`src/rtl/sha256_pkg.sv`:
```
// SHA-256 core package: constants, types and round functions.
`default_nettype none
package sha256_pkg;

  typedef enum logic [2:0] {
    ST_IDLE,
    ST_ROUND,
    ST_PAD,
    ST_ROUND_FIN,
    ST_EMIT
  } ctrl_state_t;

  typedef struct packed {
    logic load_byte;
    logic start_block;
    logic round_step;
    logic finish_block;
    logic pad_step;
    logic msg_clear;
  } dp_cmd_t;

  typedef struct packed {
    logic       block_full;
    logic       last_round;
    logic       pad_done;
    logic [6:0] fill;
  } dp_stat_t;

  localparam logic [7:0]  PAD_BYTE = 8'h80;
  localparam logic [6:0]  LEN_POS  = 7'd56;

  function automatic logic [31:0] init_h(input logic [2:0] idx);
    case (idx)
      3'd0: init_h = 32'h6a09e667;
      3'd1: init_h = 32'hbb67ae85;
      3'd2: init_h = 32'h3c6ef372;
      3'd3: init_h = 32'ha54ff53a;
      3'd4: init_h = 32'h510e527f;
      3'd5: init_h = 32'h9b05688c;
      3'd6: init_h = 32'h1f83d9ab;
      default: init_h = 32'h5be0cd19;
    endcase
  endfunction

  function automatic logic [31:0] round_k(input logic [5:0] idx);
    logic [31:0] k [64];
    k = '{
      32'h428a2f98, 32'h71374491, 32'hb5c0fbcf, 32'he9b5dba5, 32'h3956c25b, 32'h59f111f1,
      32'h923f82a4, 32'hab1c5ed5, 32'hd807aa98, 32'h12835b01, 32'h243185be, 32'h550c7dc3,
      32'h72be5d74, 32'h80deb1fe, 32'h9bdc06a7, 32'hc19bf174, 32'he49b69c1, 32'hefbe4786,
      32'h0fc19dc6, 32'h240ca1cc, 32'h2de92c6f, 32'h4a7484aa, 32'h5cb0a9dc, 32'h76f988da,
      32'h983e5152, 32'ha831c66d, 32'hb00327c8, 32'hbf597fc7, 32'hc6e00bf3, 32'hd5a79147,
      32'h06ca6351, 32'h14292967, 32'h27b70a85, 32'h2e1b2138, 32'h4d2c6dfc, 32'h53380d13,
      32'h650a7354, 32'h766a0abb, 32'h81c2c92e, 32'h92722c85, 32'ha2bfe8a1, 32'ha81a664b,
      32'hc24b8b70, 32'hc76c51a3, 32'hd192e819, 32'hd6990624, 32'hf40e3585, 32'h106aa070,
      32'h19a4c116, 32'h1e376c08, 32'h2748774c, 32'h34b0bcb5, 32'h391c0cb3, 32'h4ed8aa4a,
      32'h5b9cca4f, 32'h682e6ff3, 32'h748f82ee, 32'h78a5636f, 32'h84c87814, 32'h8cc70208,
      32'h90befffa, 32'ha4506ceb, 32'hbef9a3f7, 32'hc67178f2};
    round_k = k[idx];
  endfunction

  function automatic logic [31:0] ror32(input logic [31:0] x, input int n);
    ror32 = (x >> n) | (x << (32 - n));
  endfunction

endpackage
`default_nettype wire

```
`src/rtl/sha256_ctrl.sv`:
```
// SHA-256 controller: sequences byte loading, padding, rounds and digest output.
`default_nettype none
module sha256_ctrl (
  input  wire logic                 clk,
  input  wire logic                 rst,
  input  wire logic                 in_valid,
  output logic                      in_stall,
  input  wire logic                 byte_present,
  input  wire logic                 end_of_message,
  output logic                      out_valid,
  input  wire logic                 out_stall,
  output logic [2:0]                word_index,
  output logic                      last_word,
  output sha256_pkg::dp_cmd_t       cmd,
  input  wire sha256_pkg::dp_stat_t stat
);
  import sha256_pkg::*;

  ctrl_state_t state, state_next;
  logic        fin_pending, fin_pending_next;
  logic [2:0]  word_cnt;
  logic        accept, emit_take;

  assign accept    = in_valid && !in_stall;
  assign emit_take = out_valid && !out_stall;
  assign word_index = word_cnt;
  assign last_word  = (word_cnt == 3'd7);

  always_comb begin
    state_next       = state;
    fin_pending_next = fin_pending;
    case (state)
      ST_IDLE: begin
        if (accept) begin
          fin_pending_next = end_of_message;
          if (byte_present && stat.fill == 7'd63) state_next = ST_ROUND;
          else if (end_of_message) state_next = ST_PAD;
        end
      end
      ST_ROUND: begin
        if (stat.last_round) state_next = fin_pending ? ST_PAD : ST_IDLE;
      end
      ST_PAD: begin
        // pad writes one byte a cycle; block_full means a block is ready
        if (stat.block_full) state_next = stat.pad_done ? ST_ROUND_FIN : ST_ROUND;
      end
      ST_ROUND_FIN: begin
        if (stat.last_round) state_next = ST_EMIT;
      end
      ST_EMIT: begin
        if (emit_take && last_word) begin
          state_next       = ST_IDLE;
          fin_pending_next = 1'b0;
        end
      end
      default: state_next = ST_IDLE;
    endcase
  end

  always_comb begin
    cmd          = '0;
    in_stall     = 1'b1;
    out_valid    = 1'b0;
    case (state)
      ST_IDLE: begin
        in_stall      = 1'b0;
        cmd.load_byte = accept && byte_present;
        cmd.start_block = accept && byte_present && stat.fill == 7'd63;
      end
      ST_ROUND, ST_ROUND_FIN: begin
        cmd.round_step   = 1'b1;
        cmd.finish_block = stat.last_round;
      end
      ST_PAD: begin
        cmd.pad_step    = !stat.block_full;
        cmd.start_block = stat.block_full;
      end
      ST_EMIT: begin
        out_valid     = 1'b1;
        cmd.msg_clear = emit_take && last_word;
      end
      default: ;
    endcase
  end

  always_ff @(posedge clk) begin
    if (rst) begin
      state       <= ST_IDLE;
      fin_pending <= 1'b0;
      word_cnt    <= 3'd0;
    end else begin
      state       <= state_next;
      fin_pending <= fin_pending_next;
      if (emit_take) word_cnt <= word_cnt + 3'd1;
    end
  end
endmodule
`default_nettype wire

```
`src/rtl/sha256_dpath.sv`:
```
// SHA-256 datapath: block buffer, message schedule, round unit and hash state.
`default_nettype none
module sha256_dpath (
  input  wire logic                clk,
  input  wire logic                rst,
  input  wire logic [7:0]          data_byte,
  input  wire sha256_pkg::dp_cmd_t cmd,
  output sha256_pkg::dp_stat_t     stat,
  input  wire logic [2:0]          word_index,
  output logic [31:0]              digest_word
);
  import sha256_pkg::*;

  // block is assembled straight into the schedule window, big-endian per word
  logic [31:0] w [16];
  logic [6:0]  fill;
  logic [63:0] message_bits;
  logic        pad_started;
  logic        len_block;
  logic [31:0] hash_words [8];
  logic [31:0] v [8];
  logic [31:0] v_step [8];
  logic [5:0]  round;
  logic        busy;

  logic [7:0]  pad_val;
  logic [7:0]  wr_byte;
  logic [63:0] len_shift;
  logic [31:0] s0, s1, w_new, big0, big1, ch, maj, t1, t2, kw;

  always_comb begin
    stat.fill       = fill;
    stat.block_full = (fill == 7'd64);
    stat.last_round = busy && (round == 6'd63);
    stat.pad_done   = len_block;
  end

  assign digest_word = hash_words[word_index];

  // pad byte: 0x80 first, then zeros, then length bytes from offset 56 of the last block
  always_comb begin
    len_shift = message_bits >> {3'd7 - fill[2:0], 3'b000};
    if (!pad_started) pad_val = PAD_BYTE;
    else if (len_block && fill >= LEN_POS) pad_val = len_shift[7:0];
    else pad_val = 8'h00;
    wr_byte = cmd.load_byte ? data_byte : pad_val;
  end

  always_comb begin
    s0    = ror32(w[1], 7) ^ ror32(w[1], 18) ^ (w[1] >> 3);
    s1    = ror32(w[14], 17) ^ ror32(w[14], 19) ^ (w[14] >> 10);
    w_new = s1 + w[9] + s0 + w[0];
    big1  = ror32(v[4], 6) ^ ror32(v[4], 11) ^ ror32(v[4], 25);
    ch    = (v[4] & v[5]) ^ (~v[4] & v[6]);
    kw    = round_k(round) + w[0];
    t1    = v[7] + big1 + ch + kw;
    big0  = ror32(v[0], 2) ^ ror32(v[0], 13) ^ ror32(v[0], 22);
    maj   = (v[0] & v[1]) ^ (v[0] & v[2]) ^ (v[1] & v[2]);
    t2    = big0 + maj;
    v_step[0] = t1 + t2;
    v_step[1] = v[0];
    v_step[2] = v[1];
    v_step[3] = v[2];
    v_step[4] = v[3] + t1;
    v_step[5] = v[4];
    v_step[6] = v[5];
    v_step[7] = v[6];
  end

  always_ff @(posedge clk) begin
    if (cmd.load_byte || cmd.pad_step) begin
      w[fill[5:2]][{~fill[1:0], 3'b000} +: 8] <= wr_byte;
    end else if (cmd.round_step) begin
      for (int i = 0; i < 15; i++) w[i] <= w[i+1];
      w[15] <= w_new;
    end
  end

  always_ff @(posedge clk) begin
    if (cmd.start_block) begin
      for (int i = 0; i < 8; i++) v[i] <= hash_words[i];
    end else if (cmd.round_step) begin
      for (int i = 0; i < 8; i++) v[i] <= v_step[i];
    end
  end

  always_ff @(posedge clk) begin
    if (rst) begin
      fill         <= '0;
      message_bits <= '0;
      pad_started  <= 1'b0;
      len_block    <= 1'b0;
      round        <= '0;
      busy         <= 1'b0;
      for (int i = 0; i < 8; i++) hash_words[i] <= init_h(3'(i));
    end else begin
      if (cmd.load_byte || cmd.pad_step) fill <= fill + 7'd1;
      else if (cmd.finish_block) fill <= '0;
      if (cmd.load_byte) message_bits <= message_bits + 64'd8;
      else if (cmd.msg_clear) message_bits <= '0;
      // length goes in this block only if the marker landed below offset 56,
      // otherwise in the block after it
      if (cmd.pad_step && !pad_started) begin
        pad_started <= 1'b1;
        len_block   <= (fill < LEN_POS);
      end else if (cmd.finish_block && pad_started) begin
        len_block <= 1'b1;
      end else if (cmd.msg_clear) begin
        pad_started <= 1'b0;
        len_block   <= 1'b0;
      end
      if (cmd.start_block) begin
        busy  <= 1'b1;
        round <= '0;
      end else if (cmd.round_step) begin
        round <= round + 6'd1;
        if (round == 6'd63) busy <= 1'b0;
      end
      if (cmd.finish_block) begin
        for (int i = 0; i < 8; i++) hash_words[i] <= hash_words[i] + v_step[i];
      end else if (cmd.msg_clear) begin
        for (int i = 0; i < 8; i++) hash_words[i] <= init_h(3'(i));
      end
    end
  end
endmodule
`default_nettype wire

```
`src/rtl/sha256_hash_core.sv`:
```
// SHA-256 hash core top level.
`default_nettype none
// Byte-stream SHA-256. A byte is taken per transaction that carries one while
// the block buffer fills; the transaction that completes a 64-byte block stalls
// the input for the 64 compression rounds (one round a cycle in a single round
// unit). On end_of_message the core writes pad bytes one a cycle, launches each
// padded block, runs one or two more compressions, then presents the eight
// digest words, word 0 first, and restarts from the initial hash values. The
// worst case for the closing transaction is a marker at offset 56: 8 pad bytes,
// a launch, 64 rounds, 64 pad bytes, a launch and 64 rounds come before the
// first digest word, followed by the eight output transactions.
module sha256_hash_core (
  input  wire logic        clk,
  input  wire logic        rst,
  input  wire logic        in_valid,
  output logic             in_stall,
  input  wire logic [7:0]  data_byte,
  input  wire logic        byte_present,
  input  wire logic        end_of_message,
  output logic             out_valid,
  input  wire logic        out_stall,
  output logic [31:0]      digest_word,
  output logic [2:0]       word_index,
  output logic             last_word
);
  import sha256_pkg::*;

  dp_cmd_t  cmd;
  dp_stat_t stat;

  sha256_ctrl u_ctrl (
    .clk, .rst, .in_valid, .in_stall, .byte_present, .end_of_message,
    .out_valid, .out_stall, .word_index, .last_word, .cmd, .stat
  );

  sha256_dpath u_dpath (
    .clk, .rst, .data_byte, .cmd, .stat, .word_index, .digest_word
  );

`ifndef SYNTHESIS
  a_no_overlap: assert property (@(posedge clk) disable iff (rst)
    !(out_valid && !in_stall)) else $error("input open while digest pending");
  a_last_seven: assert property (@(posedge clk) disable iff (rst)
    out_valid |-> (last_word == (word_index == 3'd7))) else $error("last flag");
  a_cmd_excl: assert property (@(posedge clk) disable iff (rst)
    !(cmd.load_byte && cmd.pad_step)) else $error("buffer write clash");
`endif
endmodule
`default_nettype wire

```
`config.mk`:
```
export PLATFORM = sky130hd
export DESIGN_NAME = sha256_hash_core
export DESIGN_NICKNAME = d
export VERILOG_FILES = /design/src/rtl/sha256_pkg.sv /design/src/rtl/sha256_ctrl.sv /design/src/rtl/sha256_dpath.sv /design/src/rtl/sha256_hash_core.sv
export SDC_FILE = /design/constraint.sdc
export NUM_CORES = 2
export LEC_CHECK = 0
export BUFFER_PORTS_ARGS = -buffer_cell sky130_fd_sc_hd__buf_2
export CORE_MARGIN = 5
export CORE_UTILIZATION = 59
export DETAILED_ROUTE_END_ITERATION = 7
export PLACE_DENSITY = 0.89
export SLEW_MARGIN = 20
export SYNTH_ARGS = -nofsm -noshare
export SYNTH_HDL_FRONTEND = slang
export SYNTH_SLANG_ARGS = --single-unit
export TNS_END_PERCENT = 30
```
`constraint.sdc`:
```
create_clock -name clk -period 11.4 [get_ports clk]
set_clock_uncertainty 0.15 [all_clocks]
set_input_delay 2.28 -clock clk [delete_from_list [all_inputs] [get_ports clk]]
set_output_delay 2.28 -clock clk [all_outputs]
set_load 0.02 [all_outputs]
```
### After elaboration in Yosys (flattened, before gate mapping)

Memories as Yosys holds them, arrays and structs flattened. A register that Yosys moved wholly into a read port is not among the register bits.
Index checks and enable logic that the tools add are counted.

* memories kept: 4
* flip-flop bits (word level): 87
* memory bits (writable): 1024
* memory bits (read-only): 2048

* $add $sub $neg: 24
* reduce and logical (&&, ||, !) cells: 29
* shift operators: 3
* multiplexer cells: 116
* order comparisons: 3
* bitwise operators: 53
* eq/ne operators: 15

Memory list
* (no name shown): depth 64, bits a word 32, read ports 1, clocked after memory_dff 0, wr ports 0, line sha256_pkg.sv:59 `round_k = k[idx];`
* u_dpath.w: depth 16, bits a word 32, read ports 16, clocked after memory_dff 0, wr ports 16, line sha256_dpath.sv:15 `logic [31:0] w [16];`
* u_dpath.hash_words: depth 8, bits a word 32, read ports 9, clocked after memory_dff 1, wr ports 8, line sha256_dpath.sv:20 `logic [31:0] hash_words [8];`
* u_dpath.v: depth 8, bits a word 32, read ports 8, clocked after memory_dff 0, wr ports 8, line sha256_dpath.sv:21 `logic [31:0] v [8];`

Operators with widths (number)
* $mux W32: 61
* $add A32 B32 Y32: 18
* $xor A32 B32 Y32: 9
* $and A32 B32 Y32: 5
* $mux W64: 2
* $add A64 B4 Y64 const B: 1
* $shr A64 B6 Y8: 1
* $mux W1: 32
* $not A32 Y32: 1
* $or A10 B32 Y32: 1
* $or A13 B32 Y32: 1
* $or A14 B32 Y32: 1
* $or A15 B32 Y32: 1
* $or A19 B32 Y32: 1
* $or A21 B32 Y32: 1
* $or A25 B32 Y32: 1
* $or A26 B32 Y32: 1
* $or A30 B32 Y32: 1
* $or A7 B32 Y32: 1
* $reduce_or A32 Y1: 1
* $shift A8 B7 Y32 const A: 1
* $shiftx A8 B7 Y32: 1
* $xor A32 B22 Y32: 1
* $xor A32 B29 Y32: 1
* 36 further kinds: 98

### Depth between registers and ports, before layout

An unclocked memory read counts as a cell.

* depth after elaboration: 11
* mapped depth: 53
* mapped depth without buffers: 50

### Cells and area by module

Synthesis repeated with hierarchy kept, for this count alone.

* cells, all modules: 6835
* area total of the unflattened synthesis: 73613.1 um^2

By module, submodules not included
* sha256_dpath: cells an instance 6779, area each 73105.1 um^2, times used 1
* sha256_ctrl: cells an instance 56, area each 508.0 um^2, times used 1

### Worst setup path before layout

No wires, ideal clock.

* kind: register to register
* from: register u_dpath.round[1]
* to: memory u_dpath.hash_words[0][31] (data pin)
* setup slack: 0.537 ns
* data required time: 10.984 ns
* path buffers: 4
* clock period less this slack: 10.863 ns
* arrival time: 10.447 ns
* cell stages (with the launch flop): 50
* cell sequence: dfxtp_1 > clkbuf_1 > inv_1 > clkbuf_1 > ha_1 > clkbuf_1 > clkbuf_1 > a21oi_1 > o21ai_0 > a211oi_1 > a31o_2 > fa_1 > inv_1 > fa_1 > inv_1 > fa_1 > inv_1 > ha_1 > [... 14 more ...] > a31o_2 > a21o_1 > a21o_1 > a21o_1 > a21o_1 > a21oi_1 > xnor2_1 > ha_1 > o21a_1 > nor2_1 > nor2_1 > a31o_2 > a211o_1 > a41oi_2 > mux2i_1 > o221ai_1 > xor2_1 > nor2_1

RTL lines
* start: declaration: line sha256_dpath.sv:23 `logic [5:0] round;`
* start signal: assignment: line sha256_dpath.sv:116 `round <= round + 6'd1;`
* end: declaration: line sha256_dpath.sv:20

==> impl_metrics.yaml <==
critical_path:
  required_ns: 11.74
  slowest_stage: "fa_1"
  crit_path_start_kind: "flip-flop"
  reg2reg_depth: 47
  worstSetupPathType: "reg -> reg"
  path_common_cell: "a21o_1"
  r2r_slack_ns: 0.57
  arrival_ns: 11.18
  cp_max_fo: 12
  cp-end-kind: "flip-flop"
  cpPeakStageDelay_ns: 0.50
floorplanning:
  die_x_um: 364
  fp-row-count: 130
  start_util_pct: 59.2
  coreArea_um2: 125000
  dieArea_um2: 133000
  io_pins: 52
  dieHeight_um: 364
sta:
  setup_viol: 0
  relSlewSlack_pct: 6.92
  finalCritPeriodShare_pct: 95.0
  fin_crit_ns: 10.83
  setup_tns_ns: 0
  fin_ws_ns: 0.566
  tightestPinTransition_ns: 1.40
  max_freq_mhz: 92.3
  slew_violations: 0
  hold_viol: 0
route:
  route.vias.total: 60494
  drc: 0
  drtIter0Drc: 8559
  vias_per_cell: 6.70
  avgRoutedWirePerCell_um: 25.6
  antenna_left: 0
  drtPass1Iterations: 7
  wirelength_um: 231000
outcome:
  status: "completed"
clock_tree:
  htreeDepth: 3
  numCtsBuffers: 113
  clockBufferDepth: 3
  clockRootBuffer: "clkbuf_16"
  clk_pin_slew_worst_paths_ns: 0.07
  cts_tree: "done"
  worstSkewPairLatency_ns: 0.78
  clkSinkCount: 1111
yosys:
  synthesis.area_um2: 74100
  synthArstFlopShare_pct: 0
  synthFlopType: "edfxtp_1"
  seq_area_frac_synth_pct: 42.1
  synth_area_per_cell_um2: 9.98
  ys_warn_count: 0
  postSynthCellCount: 7423
  synth_edf_count: 896
  ys_ff_latch: 1111
  synth_nets: 8035
  yosys.cell_types.count: 102
placed_design:
  place_congestion: 1.04
  hpwlAfterDp_um: 166000
  portBuffers: 51
  dp_cells: 8811
  place_ws_ns: 0.278
grt:
  grt_usage_pct: 34.1
  grt_max_degree: 276
  grt_pass1_vias: 58404
  grt_pass1_wl_um: 349000
  overflow: 0
  antenna_found_initial: 10
cells_and_area:
  fin_nets: 7891
  syn_to_final_growth_pct: 8.01
  finalNonFillerCells: 9031
  nFillCells: 9399
  drive_gt1_share_pct: 8.48
job:
  maxCapViolations: 0
worst_hold_path:
  whs_path_depth: 2
  hold_path.class: "reg -> reg"
stage by stage:
step	hold WS [ns]	utilization (%)	cell area [um^2]
finish	0.341	63.9	80100
global route	0.360	63.9	80000
CTS	0.341	63.8	79900
detailed placement	0.327	60.6	75800
global placement	0.317	60.6	75800
floorplan	0.305	-	74100
worst max-delay path, delay by kind of cell, from the launching register on:
kind                     cells  cell delay, ns
AO/OA/AOI/OAI               19            4.07
multiplexers                 1            0.20
flip-flops                   1            0.37
AND/OR/NAND/NOR             10            1.63
XOR/XNOR                     2            0.33
buffers and inverters        6            0.63
adder cells (fa/ha/maj)      9            3.17
registers in the layout (all words and copies together), names as in the netlist, named ones only:
name and cells:
u_dpath.message_bits 61, u_dpath.w 512, u_dpath.v 256, u_dpath.len_block 1, u_ctrl.word_index 3, u_ctrl.fin_pending 1
u_ctrl.state 3, u_dpath.hash_words 256, u_dpath.pad_started 1, u_dpath.busy 1, u_dpath.fill 7, u_dpath.round 6
layout by cell type (no fill, tap or decap), drive strengths merged, types with 74 or more instances in the layout:
| cell type | synthesis | routed |
|---|---|---|
| clkbuf | 379 | 129 |
| nand2 | 1166 | 1166 |
| nor3 | 78 | 78 |
| xnor2 | 364 | 364 |
| buf | 53 | 173 |
| a21oi | 429 | 429 |
| fa | 195 | 195 |
| xor2 | 197 | 197 |
| a21o | 707 | 707 |
| dfxtp | 215 | 215 |
| ha | 403 | 403 |
| o21ai | 377 | 377 |
| nor2 | 354 | 354 |
| edfxtp | 896 | 896 |
| inv | 352 | 355 |
| nand3 | 137 | 137 |
| mux4 | 82 | 82 |
| o21a | 74 | 74 |
cell usage after synthesis, types with 51 or more instances:
cell      number  area, um^2
a21o_1       707        5310
a21oi_1      429        2150
a31oi_1       56         350
clkbuf_1     379        1420
dfxtp_1      215        4300
edfxtp_1     896       26900
fa_1         195        3900
ha_1         403        5040
inv_1        352        1320
mux2_2        60         676
mux2i_1       51         510
mux4_2        82        1850
nand2_1     1166        4380
nand2b_1      62         388
nand3_1      137         686
nor2_1       351        1320
nor2b_1       61         382
nor3_1        77         385
o211ai_1      59         443
o21a_1        74         556
o21ai_0      368        1840
xnor2_1      364        3190
xor2_1       197        1730
timing repair:
| item | 4_1_cts | 5_1_grt |
|---|---|---|
| hold endpoints to repair | 0 | 0 |
| setup buffers | 0 | 3 |
| endpoints found under the setup margin | 0 | 4 |
| hold buffers | 0 | 0 |
| gates resized for setup | 0 | 27 |
cells by family (layout without fill, tap and decap cells):
kind of cell	after synthesis	count (layout)	synth area share, %
compound gates	2033	2033	18.2
flops	1111	1111	42.1
fa+ha+maj	602	602	12.1
buf+inv	785	741	4.01
mux	193	193	4.09
xor+xnor	561	561	6.63
simple gates	2138	2138	12.8
other cells	0	2	0
final timing paths:
check,from,endpoint
max,u_dpath.round[0],u_dpath.hash_words[0][31]
min,u_ctrl.fin_pending,u_ctrl.fin_pending
max reg2reg,u_dpath.round[0],u_dpath.hash_words[0][31]
min reg2reg,u_ctrl.fin_pending,u_ctrl.fin_pending
area by class of cell:
cell class / count / area [um^2] / share of cell area (%)
Antenna cell: 2 / 5.00 / 0.00625
Clock buffer: 129 / 2930 / 3.66
Clock inverter: 86 / 1140 / 1.43
Inverter: 353 / 1330 / 1.66
Multi-Input combinational cell: 5527 / 40100 / 50.1
Sequential cell: 1111 / 31200 / 39.0
Tap cell: 1650 / 2060 / 2.58
Timing Repair Buffer: 173 / 1260 / 1.57
layer usage:
layer | part of all wire (%) | track usage, % | vias to the layer above
met5 | 0.063 | 0.436 | -
met4 | 6.2 | 17.6 | 12
met3 | 14 | 10.0 | 952
met2 | 43 | 51.6 | 4333
met1 | 37 | 44.8 | 28997
li1 | - | - | 26200
Power is left out: the tool's default activity adds up to more than one toggle a clock period on the data nets, which glitch-free logic cannot reach.
